<file path="config.mk">
export PLATFORM = sky130hd
export DESIGN_NAME = bbes_mul
export DESIGN_NICKNAME = d
export VERILOG_FILES = /design/src/rtl/core/bbes_mul.sv
export SDC_FILE = /design/constraint.sdc
export NUM_CORES = 2
export LEC_CHECK = 0
export ABC_AREA = 1
export BUFFER_PORTS_ARGS = -buffer_cell sky130_fd_sc_hd__buf_2
export CAP_MARGIN = 15
export CORE_ASPECT_RATIO = 0.5
export CORE_UTILIZATION = 33
export CTS_CLUSTER_SIZE = 24
export DETAILED_ROUTE_END_ITERATION = 10
export GPL_ROUTABILITY_DRIVEN = 0
export PLACE_DENSITY_LB_ADDON = 0.1
export SLEW_MARGIN = 0
export SYNTH_ARGS = -nofsm -noshare
export SYNTH_HDL_FRONTEND = slang
export SYNTH_SLANG_ARGS = --single-unit
</file>
<file path="constraint.sdc">
create_clock -name clk -period 8.2 [get_ports clk]
set_input_delay 0.82 -clock clk [delete_from_list [all_inputs] [get_ports clk]]
set_output_delay 0.82 -clock clk [all_outputs]
set_load 0.1 [all_outputs]
</file>
<file path="src/rtl/core/bbes_mul.sv">
// ----------------------------------------------------------------------------
// bbes_mul
// shared rounding multiplier: round(a*b / 2^sh), ties away from zero
// ----------------------------------------------------------------------------
module bbes_mul (
  input  logic               clk,
  input  logic signed [31:0] a,
  input  logic signed [31:0] b,
  input  logic               sh16,
  output logic signed [33:0] res,
  output logic signed [63:0] raw
);
  logic signed [63:0] prod;
  logic               sh16_q;
  logic               neg;
  logic [63:0]        mag;
  logic [63:0]        rnd;

  // product register
  always_ff @(posedge clk) begin
    prod   <= a * b;
    sh16_q <= sh16;
  end

  // round magnitude then restore sign
  always_comb begin
    neg = prod[63];
    mag = neg ? 64'(-prod) : 64'(prod);
    if (sh16_q) rnd = (mag + 64'd32768) >> 16;
    else        rnd = (mag + 64'd524288) >> 20;
    // past 2^32 any later 32 bit saturating sum ends at the same rail
    if (rnd > 64'h1_0000_0000) rnd = 64'h1_0000_0000;
    res = neg ? -$signed(rnd[33:0]) : $signed(rnd[33:0]);
  end

  assign raw = prod;
endmodule

</file>
== Word-level counts from Yosys, hierarchy flattened ==
Cells that the tools add are included.

* Register bits: 65
* Bits of input ports: 66
* Logic and storage cells: 12

* Add/subtract/negate cells: 4
* Multipliers: 1
* Order comparisons: 1
* Multiplexer cells: 4

{| class="wikitable"
|+ Operators with widths
! kind !! count
|-
| 34-bit 2-to-1 mux || 2
|-
| 64-bit by 16-bit adder with 64-bit output (second input constant) || 1
|-
| 64-bit by 20-bit adder with 64-bit output (second input constant) || 1
|-
| 32-bit by 32-bit multiplier with 64-bit output || 1
|-
| 64-bit 2-to-1 mux || 1
|-
| 64-bit negation || 1
|-
| 48-bit by 33-bit > comparator with 1-bit output (second input constant) || 1
|-
| 48-bit 2-to-1 mux || 1
|-
| 34-bit negation || 1
|}

== Logic depth before layout (Yosys ltp) ==
* Word-level depth: 8
* Mapped depth: 40

== Least setup slack after synthesis ==
Ideal clock, no wire load.

* Kind: input to register
* Start point: input a[31]
* End point: register prod[63], in the netlist raw[63]
* Arrival: 7796 ps
* Path slack: 284 ps
* Stages on the path: 27
* Path through: clkbuf_1 nand2_1 inv_1 fa_1 inv_1 fa_1 inv_1 fa_1 fa_1 inv_1 fa_1 inv_1 fa_1 inv_1 fa_1 inv_1 fa_1 ha_1 nand2_1 nor2_1 inv_1 nor2_1 nand2_1 or3b_2 o211ai_1 a31oi_1 xnor2_1

* Word-level cells in the longest chain between the ends: 1

{| class="wikitable"
|+ Ends and longest elaborated chain
! item !! RTL line !! text
|-
| start: declaration || 7 || <nowiki>input logic signed [31:0] a,</nowiki>
|-
| 32-bit by 32-bit multiplier with 64-bit output || 21 || <nowiki>prod <= a * b;</nowiki>
|-
| end signal: assignment || 21 ||
|-
| end: declaration || 13 || <nowiki>logic signed [63:0] prod;</nowiki>
|}

Every way passes these cells.

== Worst setup path in the final report ==
* Start point: input a[20]
* End point: register prod[51], in the netlist raw[51]

Same word-level chain as after synthesis.

==> impl_summary.log <==
INFO  metric die_width = 526.9 um
INFO  metric vias_after_detailed_routing = roughly 38,000
INFO  metric worstSetupEndpointType = flop
INFO  metric synth_seq_area_share = 2.863%
INFO  metric synth-async-reset-ratio = 0%
INFO  metric synth.yosys.warnings = 0
INFO  metric synth-simple-area-share = 22.70%
INFO  metric tritoncts_clock_tree = done
INFO  metric maxCapViolCount = 0
INFO  metric worst_hold_slack = 0.6386 ns
INFO  metric ctsRootBufferMaster = clkbuf_16
INFO  metric gr-usage-all-layers = between 20% and 30%
INFO  metric pin_count_of_the_biggest_net_entering_global_routing = 50
INFO  metric post-route-worst-setup-slack = between 0.2 and 0.3 ns
INFO  metric drive_gt1_share = approximately 9.9%
INFO  metric netlist.top_cell.by_area = fa_1
INFO  metric viasPerCell = around 4.7
INFO  metric fp.dieArea = roughly 0.14 sq mm
INFO  metric grt_antenna_before_repair = 2
INFO  metric placementRows = 95
INFO  metric layout.cells.most_common = inv_1
INFO  metric tightestPinTransition = 0.8870 ns
INFO  metric synth_top_family_by_area = adder cells
INFO  metric detail-route-antenna-nets = 0
INFO  metric first_global_vias = between 40,000 and 50,000
INFO  metric hpwlAfterDp = between 100 and 150 mm
INFO  metric core-area = around 0.14 sq mm
INFO  metric highest_layer = met4
INFO  metric synth_area = between 0.04 and 0.05 sq mm
INFO  metric status = finished, final reports clean
INFO  metric gr-total-overflow = 0
INFO  metric numCtsBuffers = 9
INFO  metric final.min_clock_period = a little under 8 ns
INFO  metric count_of_flip_flops_with_a_built_in_enable_after_synthesis = 0
INFO  metric cts_hold_buffers = 0
INFO  metric synth-seq-cells = 65
INFO  metric fp.dieH = approximately 260 um
INFO  metric crit_required = between 8 and 9 ns
INFO  metric clock.fmax = ~0.13 GHz
INFO  metric min_delay_worst_endpoint = sh16_q$_DFF_P_
INFO  metric synth_fa_ha_area_share = between 50% and 60%
INFO  metric worst_setup_hold_path_clk_slew = ~0.060 ns
INFO  metric clk_path_buf_depth = 2
INFO  metric route.detailed.wl_per_inst = 19.09 um
INFO  metric total_i_o_pin_count = roughly 160
INFO  metric totalWireLength = approximately 150 mm
INFO  metric postSynthCellCount = roughly 6,100
INFO  metric final_core_util = between 30% and 40%
INFO  metric rsz0062_at_grt = no
INFO  metric initialDrtViolationCount = 2,772
INFO  metric whs_path_depth = 1
INFO  metric numPortBuffers = around 160
INFO  metric wire_length_of_the_first_global_routing_pass = about 240 mm
INFO  metric report.final.hold_viol_count = 0
INFO  metric initial_utilization = between 30 and 40%
INFO  metric num_antenna_cells = 0
INFO  metric dr_wl_met3 = about 8.5 mm
INFO  metric hold_start = sh16
INFO  metric layout_common_cells = inv_1 (1,730), nand2_1 (1,652), fa_1 (1,082)
INFO  metric delay_of_the_slowest_cell_on_the_worst_path = 0.56 ns
INFO  metric fraction_of_the_mapped_netlist_area_in_compound_gates = under 10%
INFO  metric htree_num_levels = 3
INFO  metric synthDominantCellAreaShare = between 40 and 50%
INFO  metric drc_violation_count_after_routing = 0
INFO  metric area_added_between_synthesis_and_finish = 9.967%
INFO  metric synth-xor-area-share = under 10%
INFO  metric startpoint_type = input pin
INFO  metric post_synth_mux_area_share = 0%
INFO  metric worst-path-buf-inv = 7
INFO  metric layout.filler_cells = about 14,000
INFO  metric critPathMostFrequentCell = fa_1
INFO  metric setup-violations-final = 0
INFO  metric clock_sink_count = 65
INFO  metric synth.net_count = 7,436
INFO  metric max_slew_margin = 40.32%
INFO  metric netlist-cell-type-count = 55
INFO  metric timing.final.crit_share = between 90% and 100%
INFO  metric critPathArrivalTime = around 8 ns
INFO  metric post-cts-setup-buffers = 0
INFO  metric critPathMaxFanout = 15
INFO  metric hold_path.class = in2reg
INFO  metric place_worst_setup_slack = -0.1969 ns
INFO  metric main_area_contributors_after_synthesis = fa_1 (48%), inv_1 (14%), nand2_1 (14%)
INFO  metric cpLargestDelayFamily = adder cells
INFO  metric maxSlewViolCount = 0
INFO  metric detail_route.wirelength.met1 = about 76 mm
INFO  metric dr_wl_met2 = 66.97 mm
INFO  metric ys.flop_type = dfxtp_1
INFO  metric nNetsFinal = about 7,600
INFO  metric criticalPathCategory = in2reg
INFO  metric firstDrtPassIters = 5
INFO  metric postCtsResizedCells = 0
INFO  metric critPathSlowestCell = fa_1
INFO  metric synthesized_area_per_cell = around 7.5 sq um
## per-layer routing
layer	vias up	track usage (%)
met5	-	0
met4	0	3.987
met3	124	1.989
met2	1060	35.69
met1	19091	34.35
li1	17639	-
## per-stage QoR
| step | cell area (sq um) | TNS (ns) | cells |
|---|---|---|---|
| finish | 49990 | 0 | 8081 |
| global route | 49990 | 0 | 8081 |
| CTS | 49980 | 0 | 8081 |
| detailed placement | 49720 | -0.6597 | 8068 |
| global placement | 49720 | -0.07520 | 8068 |
| floorplan | 45450 | 0 | 6101 |
## layout make-up
cell class	count	area, sq um	share of cell area, %
repair buffers	396	2920	5.842
multi-input cells	4057	36660	73.34
flip-flops and latches	65	1305	2.611
clock inverters	1	5.005	0.01001
clock buffers	12	256.5	0.5131
well taps	1794	2245	4.491
inverters	1756	6596	13.20
## how the worst max path moves through the flow
stage	cells after the start	from	endpoint	slack, ns
CTS	29	b[6]	raw[51]$_DFF_P_	0.15
finish	25	a[20]	raw[51]$_DFF_P_	0.29
detailed placement	29	b[6]	raw[51]$_DFF_P_	-0.20
global placement	29	b[6]	raw[51]$_DFF_P_	-0.04
floorplan	27	a[31]	raw[63]$_DFF_P_	0.28
global route	25	a[20]	raw[51]$_DFF_P_	0.02
## state kept, by name (all words and copies together) (netlist names)
name    cells
raw        64
sh16_q      1
## cells in the mapped netlist, drive strengths merged, types with 17 or more instances
| master | n |
|---|---|
| inv | 1754 |
| nand2 | 1725 |
| fa | 1082 |
| nor2 | 379 |
| nand3 | 234 |
| clkbuf | 199 |
| ha | 187 |
| o21ai | 102 |
| a21oi | 97 |
| dfxtp | 65 |
| xor2 | 59 |
| nand4 | 51 |
| xnor2 | 37 |
| buf | 24 |
| a31oi | 21 |
| nor3 | 17 |
## logic make-up (layout without fill, tap and decap cells)
| logic type | Yosys count | after routing |
|---|---|---|
| AOI/OAI and AO/OA | 259 | 259 |
| buffers and inverters | 1979 | 2165 |
| and+or+nand+nor | 2433 | 2433 |
| xor gates and xnor gates | 96 | 96 |
| DFF | 65 | 65 |
| adders and majority gates | 1269 | 1269 |
Power is left out: the tool's default activity adds up to more than one toggle a clock period on the data nets, which glitch-free logic cannot reach.
